File: config.mk
export PLATFORM = sky130hd
export DESIGN_NAME = htw_index
export DESIGN_NICKNAME = d
export VERILOG_FILES = /design/src/design/hierarchical_timer_wheel_top_macros.svh /design/src/design/htw_pkg.sv /design/src/design/htw_index.sv
export SDC_FILE = /design/constraint.sdc
export NUM_CORES = 1
export LEC_CHECK = 0
export BUFFER_PORTS_ARGS = -buffer_cell sky130_fd_sc_hd__buf_2
export CORE_MARGIN = 4
export CORE_UTILIZATION = 42
export DETAILED_ROUTE_END_ITERATION = 10
export PLACE_DENSITY = 0.95
export SLEW_MARGIN = 30
export SYNTH_ARGS = -nofsm -noshare
export SYNTH_HDL_FRONTEND = slang
export SYNTH_SLANG_ARGS = --single-unit
File: constraint.sdc
create_clock -name vclk -period 3.9
set_clock_uncertainty 0.1 [all_clocks]
set_input_delay 0.195 -clock vclk [all_inputs]
set_output_delay 0.195 -clock vclk [all_outputs]
set_load 0.1 [all_outputs]
File: src/design/hierarchical_timer_wheel_top_macros.svh
// assertion helpers for the timer wheel, clocked on clk and idle during reset
`ifndef HIERARCHICAL_TIMER_WHEEL_TOP_MACROS_SVH
`define HIERARCHICAL_TIMER_WHEEL_TOP_MACROS_SVH

// property must hold at every clock edge out of reset
`define HTW_ASSERT(lbl, prop, msg) \
    lbl: assert property (@(posedge clk) disable iff (!rst_n) prop) else $error(msg);

// condition must never be true out of reset
`define HTW_NEVER(lbl, cond, msg) \
    lbl: assert property (@(posedge clk) disable iff (!rst_n) !(cond)) else $error(msg);

`endif

File: src/design/htw_pkg.sv
`default_nettype none

package htw_pkg;

    localparam int NEAR_BITS_DEF    = 8;
    localparam int LEVEL_BITS_DEF   = 6;
    localparam int POOL_ENTRIES_DEF = 64;

    localparam logic OP_ADD  = 1'b0;
    localparam logic OP_TICK = 1'b1;

    localparam logic STATUS_FIRED = 1'b0;
    localparam logic STATUS_FULL  = 1'b1;

    typedef struct packed {
        logic               opcode;
        logic [30:0]        delay;
        logic [31:0]        owner_handle;
        logic signed [31:0] session_id;
    } req_t;

    typedef struct packed {
        logic [31:0]        out_handle;
        logic signed [31:0] out_session;
        logic               status;
        logic               last;
    } rsp_t;

    // read enable and per-field write enables of one memory
    typedef struct packed {
        logic re;
        logic we_hi;
        logic we_lo;
    } mem_ctl_t;

endpackage

`default_nettype wire

File: src/design/htw_index.sv
`default_nettype none

module htw_index
    import htw_pkg::*;
#(
    parameter int NEAR_BITS  = NEAR_BITS_DEF,
    parameter int LEVEL_BITS = LEVEL_BITS_DEF
)(
    input  wire logic [31:0] expire,
    input  wire logic [31:0] now,
    output logic [$clog2((1 << NEAR_BITS) + 4 * (1 << LEVEL_BITS))-1:0] place_bucket,
    output logic                                                         casc_valid,
    output logic [$clog2((1 << NEAR_BITS) + 4 * (1 << LEVEL_BITS))-1:0] casc_bucket
);

    localparam logic [31:0] NEAR_SLOTS  = 32'(1) << NEAR_BITS;
    localparam logic [31:0] LEVEL_SLOTS = 32'(1) << LEVEL_BITS;
    localparam logic [31:0] NEAR_MASK   = NEAR_SLOTS - 32'd1;
    localparam logic [31:0] LEVEL_MASK  = LEVEL_SLOTS - 32'd1;
    localparam int          BW = $clog2((1 << NEAR_BITS) + 4 * (1 << LEVEL_BITS));

    logic [31:0] diff;
    logic [1:0]  lvl;
    logic [31:0] slot;
    logic [31:0] pb;
    logic [31:0] cb;
    logic [31:0] idx;
    logic [31:0] low_mask;
    logic        done;

    // lowest level whose span covers every differing bit
    always_comb
    begin
        diff = expire ^ now;
        lvl  = 2'd3;
        for (int l = 2; l >= 0; l--)
        begin
            if ((diff >> (NEAR_BITS + (l + 1) * LEVEL_BITS)) == 32'd0)
            begin
                lvl = 2'(l);
            end
        end
        slot = (expire >> (NEAR_BITS + int'(lvl) * LEVEL_BITS)) & LEVEL_MASK;
        if ((diff >> NEAR_BITS) == 32'd0)
        begin
            pb = expire & NEAR_MASK;
        end
        else
        begin
            pb = NEAR_SLOTS + 32'(lvl) * LEVEL_SLOTS + slot;
        end
        place_bucket = pb[BW-1:0];
    end

    // level bucket that comes due at this time value
    always_comb
    begin
        done       = 1'b0;
        casc_valid = 1'b0;
        cb         = 32'd0;
        idx        = 32'd0;
        low_mask   = 32'd0;
        if (now == 32'd0)
        begin
            casc_valid = 1'b1;
            cb         = NEAR_SLOTS + 32'd3 * LEVEL_SLOTS;
        end
        else
        begin
            for (int l = 0; l < 4; l++)
            begin
                low_mask = (32'd1 << (NEAR_BITS + l * LEVEL_BITS)) - 32'd1;
                idx      = (now >> (NEAR_BITS + l * LEVEL_BITS)) & LEVEL_MASK;
                if (!done)
                begin
                    if ((now & low_mask) != 32'd0)
                    begin
                        done = 1'b1;
                    end
                    else if (idx != 32'd0)
                    begin
                        casc_valid = 1'b1;
                        cb         = NEAR_SLOTS + 32'(l) * LEVEL_SLOTS + idx;
                        done       = 1'b1;
                    end
                end
            end
        end
        casc_bucket = cb[BW-1:0];
    end

endmodule

`default_nettype wire

### After elaboration in Yosys (flattened, before gate mapping)

Cells that the tools add are included.

| word-level totals | value |
|---|---|
| input bits | 64 |
| logic and storage cells | 61 |
| register bits after elaboration | 0 |

| operators by class | value |
|---|---|
| add/subtract/negate cells | 7 |
| reductions and logical operators | 13 |
| shifts and indexed selects | 1 |
| bitwise gates (word level) | 1 |
| multiply operators | 1 |
| multiplexer cells | 38 |

Operators by type and width:

| operator | count |
|---|---|
| $reduce_bool A32 Y1 | 8 |
| $logic_not A32 Y1 | 5 |
| $mux W9 | 13 |
| $add A9 B6 Y9 const A | 4 |
| $shr A32 B6 Y6 | 1 |
| $xor A32 B32 Y32 | 1 |
| $mux W1 | 23 |
| $add A9 B6 Y9 | 1 |
| $add A9 B8 Y9 const A | 1 |
| $add A4 B5 Y6 const A | 1 |
| $mul A2 B2 Y4 const B | 1 |
| $mux W2 | 2 |

### Logic depth before layout (Yosys ltp)

| logic depth | value |
|---|---|
| depth in word-level cells | 13 |
| gate-level depth with buffers | 7 |
| gate-level depth less buffers | 6 |

### Worst setup path before layout

No wires, ideal clock.

| timing path | value |
|---|---|
| kind | input -> output |
| from | input now[1] |
| to | output casc_bucket[3] |
| arrival time | 3,387 ps |
| setup slack | 218 ps |
| cell stages on the path | 6 |
| path buffers | 0 |
| cells stage by stage | nor4_1 -> nand2_1 -> or3_1 -> inv_1 -> o21ai_0 -> a2bb2oi_1 |

| on the way | value |
|---|---|
| longest elaborated chain between the ends | 12 |
| elaborated cells between the ends (all ways) | 24 |
| those cells by class | 19 x mux; 5 x reduce/logical |

RTL lines:

| item | RTL line | source |
|---|---|---|
| start, declared | htw_index.sv:10 | `input wire logic [31:0] now,` |
| $reduce_bool A32 Y1 | htw_index.sv:76 | `if ((now & low_mask) != 32'd0)` |
| $mux W9 | htw_index.sv:76 |  |
| $mux W9 | htw_index.sv:80 | `else if (idx != 32'd0)` |
| $mux W9 | htw_index.sv:76 |  |
| $mux W9 | htw_index.sv:74 | `if (!done)` |
| $mux W9 | htw_index.sv:80 |  |
| $mux W9 | htw_index.sv:76 |  |
| $mux W9 | htw_index.sv:74 |  |
| $mux W9 | htw_index.sv:80 |  |
| $mux W9 | htw_index.sv:76 |  |
| $mux W9 | htw_index.sv:74 |  |
| $mux W9 * | htw_index.sv:63 | `if (now == 32'd0)` |
| end, declared | htw_index.sv:13 | `output logic [$clog2((1 << NEAR_BITS) + 4 * (1 << LEVEL_BITS))-1:0] casc_bucket` |

Mark *: on every way between the ends. The rest lies on a longest branch, timed or not. The select of a mux whose other input is x is not followed.

### Worst setup path in the final report

| timing path | value |
|---|---|
| from | input now[23] |
| to | output place_bucket[4] |

| on the way | value |
|---|---|
| longest elaborated chain between the ends | 9 |
| elaborated cells between the ends (all ways) | 11 |
| those cells by class | 2 x add/sub; 1 x mul; 1 x shift; 3 x mux; 1 x bitwise; 3 x reduce/logical |

RTL lines:

| item | RTL line | source |
|---|---|---|
| $xor A32 B32 Y32 * | htw_index.sv:34 | `diff = expire ^ now;` |
| $logic_not A32 Y1 | htw_index.sv:38 | `if ((diff >> (NEAR_BITS + (l + 1) * LEVEL_BITS)) == 32'd0)` |
| $mux W2 (2 in a row) | htw_index.sv:38 |  |
| $mul A2 B2 Y4 | htw_index.sv:43 | `slot = (expire >> (NEAR_BITS + int'(lvl) * LEVEL_BITS)) & LEVEL_MASK;` |
| $add A4 B5 Y6 | htw_index.sv:43 |  |
| $shr A32 B6 Y6 | htw_index.sv:43 |  |
| $add A9 B6 Y9 | htw_index.sv:50 | `pb = NEAR_SLOTS + 32'(lvl) * LEVEL_SLOTS + slot;` |
| $mux W9 * | htw_index.sv:44 | `if ((diff >> NEAR_BITS) == 32'd0)` |
| end, declared | htw_index.sv:11 | `output logic [$clog2((1 << NEAR_BITS) + 4 * (1 << LEVEL_BITS))-1:0] place_bucket,` |

Mark *: on every way between the ends. The rest lies on a longest branch, timed or not.

==> impl_metrics.yaml <==
placed_design:
  place_area_um2: 1310
  io_buffers: 83
  place_ws_ps: 1160
  place_congestion: 0.882
  hpwl_um: 3120
sta:
  relSlewSlack: 0.509
  maxSlewViolCount: 0
  fmax_mhz: 363
  hold_violations: 0
  setup-tns-final_ps: 0
  grt_setup_unrepaired: "no"
  fin_ws_ps: 1150
  post-route-period-util: 0.706
  hold_slack_ps: 757
  period_needed_ps: 2750
  tightest_slew_ps: 730
  finalSetupViolations: 0
finish:
  antenna_cells: 0
  nNetsFinal: 272
  stdcell_area_um2: 1310
  final_core_utilization: 0.660
  final_layout_size_suffix_gt1_frac: 0.447
  clkbuf_count: 0
  seq_area_um2: 0
  seq_cells: 0
  syn2layout_area_growth_pct: 46.5
yosys:
  syn_area_per_cell_um2: 6.98
  synthesis.nets: 192
  netlist.area_leader.share: 0.137
  yosys-top-cells-count: "nand2_1 (15), xnor2_1 (14), nor2_1 (10), xor2_1 (10), a31oi_1 (8)"
  syn_area_um2: 893
  synth.distinct_cells: 34
  synth_top_cell_by_area: "xnor2_1"
  ys_top_cells_by_area: "xnor2_1 (14%), o221ai_2 (10%), xor2_1 (9.8%), mux2i_1 (6.7%), nand2_1 (6.3%)"
  synth.most_common_cell: "nand2_1"
  ys_warn_count: 0
  synth_cells: 128
  yosysSeqAreaShare: 0
global_routing:
  grt_pass1_wl_um: 5170
  grt_pass1_vias: 1245
  track_usage: 0.231
  grt_overflow: 0
  antenna_found_initial: 0
  grt_max_degree: 16
clock_tree:
  cts_setup_buffers: 0
  cts_hold_buffers: 0
  cts_resized: 0
critical_path:
  cp_num_buf_inv: 2
  worst_path_max_delay_cell: "or3b_1"
  path_delay_family: "simple AND/OR/NAND/NOR gates"
  worstSetupStartpointType: "input pin"
  critPathArrivalTime_ps: 2460
  critPathMaxFanout: 9
  path_cells: "buf_2 -> xor2_1 -> nor4_4 -> and2_1 -> or3b_1 -> o221ai_2 -> buf_2"
  crit_type: "input pin to output port"
  path_common_cell: "buf_2"
  cpPeakStageDelay_ps: 530
  cp.required_ps: 3610
  end_kind: "output port"
die:
  fp.dieW_um: 54.1
  design.die.area_um2: 2930
  initial_core_util: 0.451
  coreArea_um2: 1980
  dieHeight_um: 54.1
  rows: 16
  io_pins: 83
pwr:
  ir_worst_vdd_mv: 0.0798
  p_leak_nw: 0.617
  powerDensity_nw_per_um2: 111
routing:
  ant_nets: 0
  drt_iter0_markers: 35
  drcViolationCount: 0
  routed_via_density: 5.57
  finalWirelength_um: 3520
  avgRoutedWirePerCell_um: 15.1
  vias: 1298
  firstDrtPassIters: 5
hold_path:
  hold_path.class: "input pin to output port"
job:
  cap_violations: 0
status:
  status: "completed"
==> worst min-delay path, cell delays in order <==
cell and delay (ps):
buf_2 90, nand2_1 50, nand2_1 40, buf_2 280
==> routing by layer <==
metal	part of all wire	routed length (um)	GRT usage
met2	0.46	1630	0.412
met1	0.39	1380	0.286
met5	0	0	0
met3	0.13	440	0.0332
met4	0.016	57	0.0498
==> cell families after synthesis <==
group | count (synthesis) | synth area share
AO/OA/AOI/OAI | 39 | 0.342
XOR/XNOR | 24 | 0.235
multiplexers | 6 | 0.0672
buffers and inverters | 11 | 0.0672
AND/OR/NAND/NOR | 48 | 0.289
==> power by group <==
group,internal (mW),leakage [nW],switching (mW)
sequential,0,0,0
clock,0,0,0
combinational,0.0553,0.617,0.0900
total,0.0553,0.617,0.0900
==> final timing paths <==
path / from / endpoint / slack, ps / depth (start not counted)
worst max-delay path: now[23] / place_bucket[4] / 1150 / 7
worst min-delay path: expire[7] / place_bucket[7] / 760 / 4
==> final cells by class <==
type	instances	area (um^2)
fillers	164	673
repair buffers	84	423
multi-input cells	117	833
well taps	27	33.8
inverters	5	18.8
==> cells in the final DEF (no fill, tap or decap) <==
cell type,Yosys,layout
a211o_1,1,1
a21boi_0,6,6
a21o_1,1,1
a21oi_1,7,7
a2bb2oi_1,2,2
a31oi_1,8,8
and2_1,1,1
and3_1,2,2
buf_2,0,83
buf_4,1,1
inv_1,5,5
mux2i_1,6,6
nand2_1,15,15
nand2b_1,2,2
nand3_1,2,2
nand4_1,2,2
nor2_1,10,10
nor2b_1,2,2
nor3_1,2,2
nor4_1,5,5
nor4_2,1,1
nor4_4,1,1
o21a_1,1,1
o21ai_0,3,3
o21bai_1,2,2
o221ai_2,6,6
o22ai_1,1,1
o31ai_1,1,1
or3_1,1,1
or3b_1,1,1
or4_1,1,1
xnor2_1,14,14
xor2_1,10,10
==> through the flow <==
step | power, mW | std cells
6_report | 0.145 | 233
5_1_grt | 0.156 | 233
4_1_cts | 0.144 | 233
3_5_place_dp | 0.144 | 233
3_3_place_gp | 0.141 | 233
2_1_floorplan | 0.0858 | 128
Power figures use the tool's default switching activity.
