<file path="config.mk">
export PLATFORM = sky130hd
export DESIGN_NAME = htw_ram
export DESIGN_NICKNAME = d
export VERILOG_FILES = /design/src/design/hierarchical_timer_wheel_top_macros.svh /design/src/design/htw_pkg.sv /design/src/design/htw_ram.sv
export SDC_FILE = /design/constraint.sdc
export NUM_CORES = 1
export LEC_CHECK = 0
export BUFFER_PORTS_ARGS = -buffer_cell sky130_fd_sc_hd__buf_2
export CAP_MARGIN = 20
export CORE_ASPECT_RATIO = 1.4
export CORE_MARGIN = 3
export CORE_UTILIZATION = 63
export DETAILED_ROUTE_END_ITERATION = 10
export PLACE_DENSITY = 0.8
export SLEW_MARGIN = 20
export SYNTH_ARGS = -nofsm -noshare
export SYNTH_HDL_FRONTEND = slang
export SYNTH_SLANG_ARGS = --single-unit
</file>
<file path="constraint.sdc">
create_clock -name clk -period 2.5 [get_ports clk]
set_clock_uncertainty 0.05 [all_clocks]
set_input_delay 0.25 -clock clk [delete_from_list [all_inputs] [get_ports clk]]
set_output_delay 0.25 -clock clk [all_outputs]
set_load 0.02 [all_outputs]
</file>
<file path="src/design/hierarchical_timer_wheel_top_macros.svh">
// assertion helpers for the timer wheel, clocked on clk and idle during reset
`ifndef HIERARCHICAL_TIMER_WHEEL_TOP_MACROS_SVH
`define HIERARCHICAL_TIMER_WHEEL_TOP_MACROS_SVH

// property must hold at every clock edge out of reset
`define HTW_ASSERT(lbl, prop, msg) \
    lbl: assert property (@(posedge clk) disable iff (!rst_n) prop) else $error(msg);

// condition must never be true out of reset
`define HTW_NEVER(lbl, cond, msg) \
    lbl: assert property (@(posedge clk) disable iff (!rst_n) !(cond)) else $error(msg);

`endif

</file>
<file path="src/design/htw_pkg.sv">
`default_nettype none

package htw_pkg;

    localparam int NEAR_BITS_DEF    = 8;
    localparam int LEVEL_BITS_DEF   = 6;
    localparam int POOL_ENTRIES_DEF = 64;

    localparam logic OP_ADD  = 1'b0;
    localparam logic OP_TICK = 1'b1;

    localparam logic STATUS_FIRED = 1'b0;
    localparam logic STATUS_FULL  = 1'b1;

    typedef struct packed {
        logic               opcode;
        logic [30:0]        delay;
        logic [31:0]        owner_handle;
        logic signed [31:0] session_id;
    } req_t;

    typedef struct packed {
        logic [31:0]        out_handle;
        logic signed [31:0] out_session;
        logic               status;
        logic               last;
    } rsp_t;

    // read enable and per-field write enables of one memory
    typedef struct packed {
        logic re;
        logic we_hi;
        logic we_lo;
    } mem_ctl_t;

endpackage

`default_nettype wire

</file>
<file path="src/design/htw_ram.sv">
`default_nettype none

module htw_ram
    import htw_pkg::*;
#(
    parameter int DEPTH    = 64,
    parameter int WIDTH    = 16,
    parameter int LO_WIDTH = 8
)(
    input  wire logic                     clk,
    input  wire mem_ctl_t                 ctl,
    input  wire logic [$clog2(DEPTH)-1:0] raddr,
    input  wire logic [$clog2(DEPTH)-1:0] waddr,
    input  wire logic [WIDTH-1:0]         wdata,
    output logic [WIDTH-1:0]              rdata
);

    logic [WIDTH-1:0] mem [DEPTH];
    logic [WIDTH-1:0] rdata_reg;

    always_ff @(posedge clk)
    begin
        if (ctl.we_hi)
        begin
            mem[waddr][WIDTH-1:LO_WIDTH] <= wdata[WIDTH-1:LO_WIDTH];
        end
        if (ctl.we_lo)
        begin
            mem[waddr][LO_WIDTH-1:0] <= wdata[LO_WIDTH-1:0];
        end
        if (ctl.re)
        begin
            rdata_reg <= mem[raddr];
        end
    end

    assign rdata = rdata_reg;

endmodule

`default_nettype wire

</file>
# --- Yosys cells after proc, flatten, opt, wreduce, memory -nomap -nowiden ---
# Memories as Yosys holds them, arrays and structs flattened. A register that Yosys moved wholly into a read port is not among the register bits.
# Index checks and enable logic that the tools add are counted.
classes:
  n_eq_ne: 0
  n_reduce_logical: 0
  bitwise: 0
  addsub: 0
  magnitude_cmp: 0
  n_mux: 4
  mul: 0
  shifts: 0
  div_mod_pow: 0
op_table:
  columns: ["cell", "count"]
  rows:
  - ["1-bit 2-to-1 mux", 4]
totals:
  mem_count: 1
  mem_bits_ro: 0
  in_bits: 32
  latchBits: 0
  register_bits: 0
  ramBits: 1024
  word_cells: 5
  output_inout_bits: 16
memory_table:
  columns: ["memory", "depth", "word_bits", "rd", "rd_ports_with_merged_regs", "wr", "line_no", "source"]
  rows:
  - ["mem", 64, 16, 1, 1, 1, "htw_ram.sv:18", "logic [WIDTH-1:0] mem [DEPTH];"]

# --- Logic depth before layout (Yosys ltp) ---
# Gate-level depths: netlist of run 1.
logic_depth:
  depth_word: 2
  mapped_depth: 10
  mapped_depth_nobuf: 5

# --- Least setup slack after synthesis of run 1 ---
# Ideal clock, no wire load.
synth_timing:
  kind: "input to register"
  startpoint: "input waddr[1]"
  endpoint: "memory mem[26][0], enable pin"
  arrival_time_ns: 1.657
  n_path_buf: 3
  setup_time_ns: 0.370
  path_slack_ns: 0.422
  t_required_ns: 2.080
  path_stages: 5
  path_cell_list: "clkbuf_1 or3b_2 clkbuf_1 clkbuf_1 nor2_1"
synth_rtl:
  columns: ["item", "line_no", "source"]
  rows:
  - ["start: declaration", "htw_ram.sv:13", "input wire logic [$clog2(DEPTH)-1:0] waddr,"]
  - ["end: declaration", "htw_ram.sv:18", null]
# Straight into the memory's write port.

==> results of run 1 <==
[cells in the final DEF, fill, tap and decap left out, types with 15 or more instances in the layout]
| cell | instances |
|---|---|
| mux4_2 | 210 |
| clkbuf_1 | 15 |
| a22oi_1 | 39 |
| nand2_1 | 62 |
| mux2_2 | 25 |
| nor2_1 | 141 |
| clkinv_1 | 24 |
| clkbuf_16 | 95 |
| clkinv_2 | 15 |
| nor2b_1 | 30 |
| buf_2 | 44 |
| nand3_1 | 28 |
| a21oi_1 | 15 |
| buf_4 | 257 |
| edfxtp_1 | 1040 |
| buf_12 | 16 |
| mux2i_1 | 87 |
[power by group]
| part | internal (W) | switching (W) | leakage (nW) |
|---|---|---|---|
| clock network | 0.00814 | 0.00600 | 1.46 |
| registers | 0.0193 | 0.0000757 | 9.37 |
| logic | 0.000748 | 0.00124 | 4.36 |
| total | 0.0282 | 0.00731 | 15.2 |
[through the flow]
step | total power [W] | setup slack (ps) | util (%)
after detailed placement | 0.0217 | -257 | 68.3
after global placement | 0.0216 | -232 | 68.3
final | 0.0355 | 181 | 73.0
after CTS | 0.0356 | 169 | 73.0
after floorplan | 0.0208 | 422 | -
after global routing | 0.0363 | 135 | 73.0
[layout make-up]
cell class                      instances  area (sq um)  area share, %
Multi-Input combinational cell        755          8530           18.4
Antenna cell                            4          10.0         0.0216
Sequential cell                      1040         31200           67.4
Timing Repair Buffer                  321          2520           5.44
Tap cell                              832          1040           2.25
Clock inverter                         54           551           1.19
Clock buffer                          110          2430           5.25
[worst min-delay path by stage]
stage / start / to / slack (ps) / depth (start not counted)
global route: wdata[1] / mem[62][1]$_DFFE_PP_ / 40 / 1
detailed placement: rdata[11]$_DFFE_PP_ / rdata[11] / 660 / 1
CTS: wdata[9] / mem[10][9]$_DFFE_PP_ / 20 / 1
floorplan: wdata[0] / mem[0][0]$_DFFE_PP_ / 300 / 0
global placement: rdata[11]$_DFFE_PP_ / rdata[11] / 640 / 1
finish: wdata[1] / mem[61][1]$_DFFE_PP_ / 40 / 1
[cells by family after synthesis]
| logic type | after synthesis | synth area share, % |
|---|---|---|
| AO/OA/AOI/OAI | 129 | 2.39 |
| buffers and inverters | 110 | 1.76 |
| flip-flops | 1040 | 77.2 |
| multiplexers | 336 | 15.4 |
| AND/OR/NAND/NOR | 290 | 3.23 |
[repair_timing]
action,in CTS,in global routing
setup endpoints to repair,0,0
hold buffers,1,0
buffers inserted,0,0
hold endpoints to repair,12,0
[critical path, delay by kind of cell (launching register included)]
family	cells	cell delay (ps)
multiplexers	2	830
flip-flops	1	380
AO/OA/AOI/OAI	3	780
[routing by layer]
layer	up-vias	track usage (%)	wire, um
met5	-	0	11
met4	2	16.2	6240
met3	334	5.79	10000
met2	1448	50.1	50500
met1	10800	38.8	33000
li1	8531	-	-
==> results by group, run 1 <==
Logic synthesis
  – Sequential-to-total area share from yosys stat: 77.2%
  – Synth async-reset ratio: 0%
  – Syn_nets: 1937
  – YS warnings: 0
  – Top post-synthesis cells by area: edfxtp_1 77%, mux4_2 12%, mux2i_1 2.2%
  – Synth cell count leaders: 1040 x edfxtp_1, 210 x mux4_2, 142 x nor2_1
  – Synth cell types: 37
  – Synth Cell Area: 40500 sq um
  – Post-Synthesis Cells: 1905
  – Primary FF master, synth: edfxtp_1
  – Synthesis-stage register bit count: 1040
  – Most instantiated library cell after synthesis: edfxtp_1
  – Post-synth top area share: 77.2%
  – Syn avg cell area: 21.2 sq um
  – Top cell type by total area after synthesis: edfxtp_1
  – Post-synth EDFFs: 1040

Worst setup path
  – Critical Path RT: 2810 ps
  – R2R depth: 5
  – Worst setup path end: rdata[7]$_DFFE_PP_
  – Worst R2R Start: mem[1][7]$_DFFE_PP_
  – CP Launch Point: mem[1][7]$_DFFE_PP_
  – Nature of the critical path endpoint: flip-flop
  – CP max FO: 1
  – CP max-delay cell: mux4_1
  – Critical Path Max Stage Delay: 520 ps
  – Worst flop-to-flop path endpoint: rdata[7]$_DFFE_PP_
  – Critical path arrival: 2630 ps
  – Startpoint types: flip-flop
  – Worst-path cell chain: mux4_1 -> mux2i_1 -> a22oi_1 -> a31oi_1 -> a311oi_1
  – Reg-to-reg slack, setup: 180 ps
  – Critical path class: flip-flop to flip-flop

Run status
  – Status: complete, no violations

Timing
  – Worst-margin pin slew: 1070 ps
  – Final hold vios: 0
  – Part of the cycle the worst path needs: 92.7%
  – RSZ-0062 raised after global routing: no
  – Hold Slack: 38.0 ps
  – Min cycle time layout: 2320 ps
  – Total negative setup slack: 0 ps
  – Slew headroom: 28.7%
  – Pins Over Slew Limit: 0
  – Setup violations, final: 0
  – Max Fclk: 431 MHz

Cells and area
  – Area delta synth->final: 14.4%
  – Design Area, Final: 46300 sq um
  – Filler cells: 3307
  – Largest register FFs: 1024
  – # nets final: 2239
  – Share of layout cells above drive strength 1: 30.0%
  – Non-filler cells in the finished layout: 3116

Clock network
  – Number of instances resized during post-cts repair: 0
  – Worst skew pair latency: 650 ps
  – CTS Buf Count: 89
  – Root buf cell: clkbuf_16
  – Clock transition at path regs: 70 ps
  – CTS tree: yes
  – Clock tree buffer depth: 3
  – # H-tree levels: 3
  – Clk sinks: 1040

Hold path
  – Min-delay worst type: input port to flip-flop

GRT
  – Vias in the first global route: 21800
  – Largest net degree at the start of global routing: 65
  – Grt ovf: 0
  – Gr usage total: 30.4%
  – First-pass GRT wire length: 147000 um
  – Initial antenna violation count: 5

Die
  – Core Area: 63400 sq um
  – Die area: 67300 sq um
  – I/O pin count: 48
  – Die height: 306 um
  – Die width: 220 um
  – Initial Utilization: 63.8%
  – Row count: 109

Job
  – Max Cap Viol: 0

Power
  – Maximum vdd ir drop: 0.700 mV
  – Pwr Density: 767 nW/um^2
  – Leak pwr: 15.2 nW

Detailed routing
  – Routed wire per std cell: 32.0 um
  – Routed wire length: 99800 um
  – DRC: 0
  – Post-DRT Antenna Nets: 0
  – Routed via count: 21100
  – DR pass1 iterations: 6
  – DR iter-0 viols: 2922
  – Vias per cell: 6.79

Place
  – DP Area: 43300 sq um
  – Post-DP HPWL: 62100 um
  – Dpl cells: 2947
  – RD Place Congestion: 0.883
  – I/O Buffers: 47
No activity file was read; power rests on OpenSTA's default activity.
==> run 2, diff against run 1 <==
- ABC_CLOCK_PERIOD_IN_PS: default -> 2500
- GPL_TIMING_DRIVEN: default -> 0
==> results by group, run 2 (synthesized netlist as in run 1, its figures left out) <==
Run status
  – Status: complete, but fails checks
  – Failing checks: negative setup slack

Timing
  – Max Fclk: 373 MHz (-14%)
  – Worst-margin pin slew: 1400 ps (+329 ps)
  – Total negative setup slack: -496 ps (-496 ps)
  – Slew headroom: 6.74% (-22 points)
  – Final Worst Setup Slack: -181 ps (-362 ps)
  – RSZ-0062 raised after global routing: no
  – Final hold vios: 0 (unchanged)
  – Setup violations, final: 8 (+8)
  – Part of the cycle the worst path needs: 107% (+14 points)
  – Min cycle time layout: 2680 ps (+362 ps)
  – Pins Over Slew Limit: 0 (unchanged)

Detailed routing
  – Routed wire per std cell: 37.2 um (+16%)
  – DR iter-0 viols: 3516 (+20%)
  – Post-DRT Antenna Nets: 0 (unchanged)
  – DR pass1 iterations: 8 (+2)
  – Routed wire length: 109000 um (+9.5%)
  – Routed via count: 21200 (+0.33%)
  – DRC: 0 (unchanged)
  – Vias per cell: 7.22 (+6.4%)

Die
  – Die width: 220 um (unchanged)
  – Die area: 67300 sq um (unchanged)
  – Row count: 109 (unchanged)
  – I/O pin count: 48 (unchanged)
  – Die height: 306 um (unchanged)
  – Initial Utilization: 63.8% (unchanged)
  – Core Area: 63400 sq um (unchanged)

Clock network
  – CTS Buf Count: 87 (-2.2%)
  – Setup bufs post-CTS: 0 (unchanged)
  – # H-tree levels: 3 (unchanged)
  – Clock transition at path regs: 70 ps (about the same)
  – Clk sinks: 1040 (unchanged)
  – CTS tree: yes
  – Worst skew pair latency: 650 ps (about the same)
  – Clock tree buffer depth: 3 (unchanged)
  – Root buf cell: clkbuf_16

GRT
  – First-pass GRT wire length: 154000 um (+5.2%)
  – Gr usage total: 33.2% (+2.8 points)
  – Vias in the first global route: 21700 (-0.59%)
  – Grt ovf: 0 (unchanged)
  – Largest net degree at the start of global routing: 65 (unchanged)
  – Initial antenna violation count: 5 (unchanged)

Cells and area
  – Share of layout cells above drive strength 1: 23.3% (-6.8 points)
  – Post-layout util: 70.2% (-2.8 points)
  – Commonest non-fill, non-tap cell in the layout: edfxtp_1
  – Area delta synth->final: 9.99%
  – # nets final: 2070 (-7.5%)
  – Largest register FFs: 1024 (unchanged)
  – Commonest non-fill, non-tap cells in the layout: 1040 x edfxtp_1, 210 x mux4_2, 139 x nor2_1, 89 x clkbuf_16, 87 x mux2i_1

Place
  – I/O Buffers: 42 (-11%)
  – RD Place Congestion: 0.945 (+7.0%)
  – Post-DP HPWL: 68200 um (+9.8%)
  – Dpl ws: -664 ps (-407 ps)

Power
  – Pwr Density: 777 nW/um^2 (+1.3%)
  – Leak pwr: 14.0 nW (-7.9%)
  – Maximum vdd ir drop: 0.604 mV (-14%)
  – Pwr Total: 0.0346 W (-2.7%)

Job
  – Max Cap Viol: 0 (unchanged)

Worst setup path
  – Critical Path RT: 2780 ps (-30 ps)
  – CP max-delay cell: a31oi_1
  – Worst path buffer plus inverter count: 4 (+4)
  – CP max FO: 10 (+9)
  – Critical Path Max Stage Delay: 570 ps (+50 ps)
  – CP Launch Point: raddr[2]
  – Critical path class: input port to flip-flop
  – Nature of the critical path endpoint: flip-flop
  – Crit path max-delay family: buffers and inverters
  – Worst-path cell chain: buf_2 -> buf_4 -> buf_2 -> buf_4 -> mux2i_1 -> nand3_1 -> a31oi_1 -> a311oi_1
  – Startpoint types: input port
  – Critical path arrival: 2960 ps (+330 ps)
  – Worst R2R Start: mem[30][2]$_DFFE_PP_

Hold path
  – Min-delay worst type: input port to flip-flop
  – Hold path startpoint: wdata[2]
run 2: cell count changes in the layout (fill, tap and decap cells not counted), sizes merged:
cell / previous run / this run
bufinv: 12 / 6
clkinvlp: 1 / 4
clkinv: 39 / 38
diode: 4 / 3
inv: 2 / 1
clkbuf: 111 / 137
buf: 319 / 120
run 2: worst reg2reg max path, cell delays in order (launching register included):
cell and delay [ps]:
edfxtp_1 370, mux4_2 480, mux2i_1 310, nand3_1 340, a31oi_1 580, a311oi_1 190
run 2: cell type report:
cell class	count	area, sq um
Tap cell	832	1040
Buffer	109	722
Multi-Input combinational cell	755	8540
Sequential cell	1040	31200
Fill cell	3558	18900
Timing Repair Buffer	45	289
Clock inverter	49	394
Clock buffer	104	2280
Antenna cell	3	7.51
run 2: per-stage QoR:
stage	cells	area (sq um)	hold WS (ps)
CTS	2934	44500	136
finish	2937	44500	120
global route	2934	44500	135
floorplan	1905	40500	299
global placement	2779	41700	619
detailed placement	2780	41800	639
run 2: worst paths after layout:
path,depth (start not counted),to,slack (ps)
worst max-delay path,8,rdata[2]$_DFFE_PP_,-180
worst min-delay path,1,mem[16][2]$_DFFE_PP_,120
worst max register to register,5,rdata[2]$_DFFE_PP_,-120
worst min register to register,3,rdata[13]$_DFFE_PP_,1010
run 2: metal layers:
layer | global-route usage, % | vias up | routed length, um
li1 | - | 8179 | -
met1 | 39.7 | 10700 | 33600
met2 | 53.0 | 1832 | 53200
met3 | 7.82 | 525 | 12200
met4 | 24.5 | 2 | 10200
met5 | 0 | - | 53
run 2: timing repair:
action                                 4_1_cts  5_1_grt
gates cloned                                 0        0
hold buffers                                 1        0
endpoints found under the hold margin       16        0
setup endpoints to repair                    5        5
pin swaps                                    0        0
gates resized for setup                      6        6
run 2: report_power, final:
part,internal [W],total [W],switching (W)
clock,0.00714,0.0131,0.00601
combinational,0.000658,0.00206,0.00141
sequential,0.0193,0.0194,0.0000389
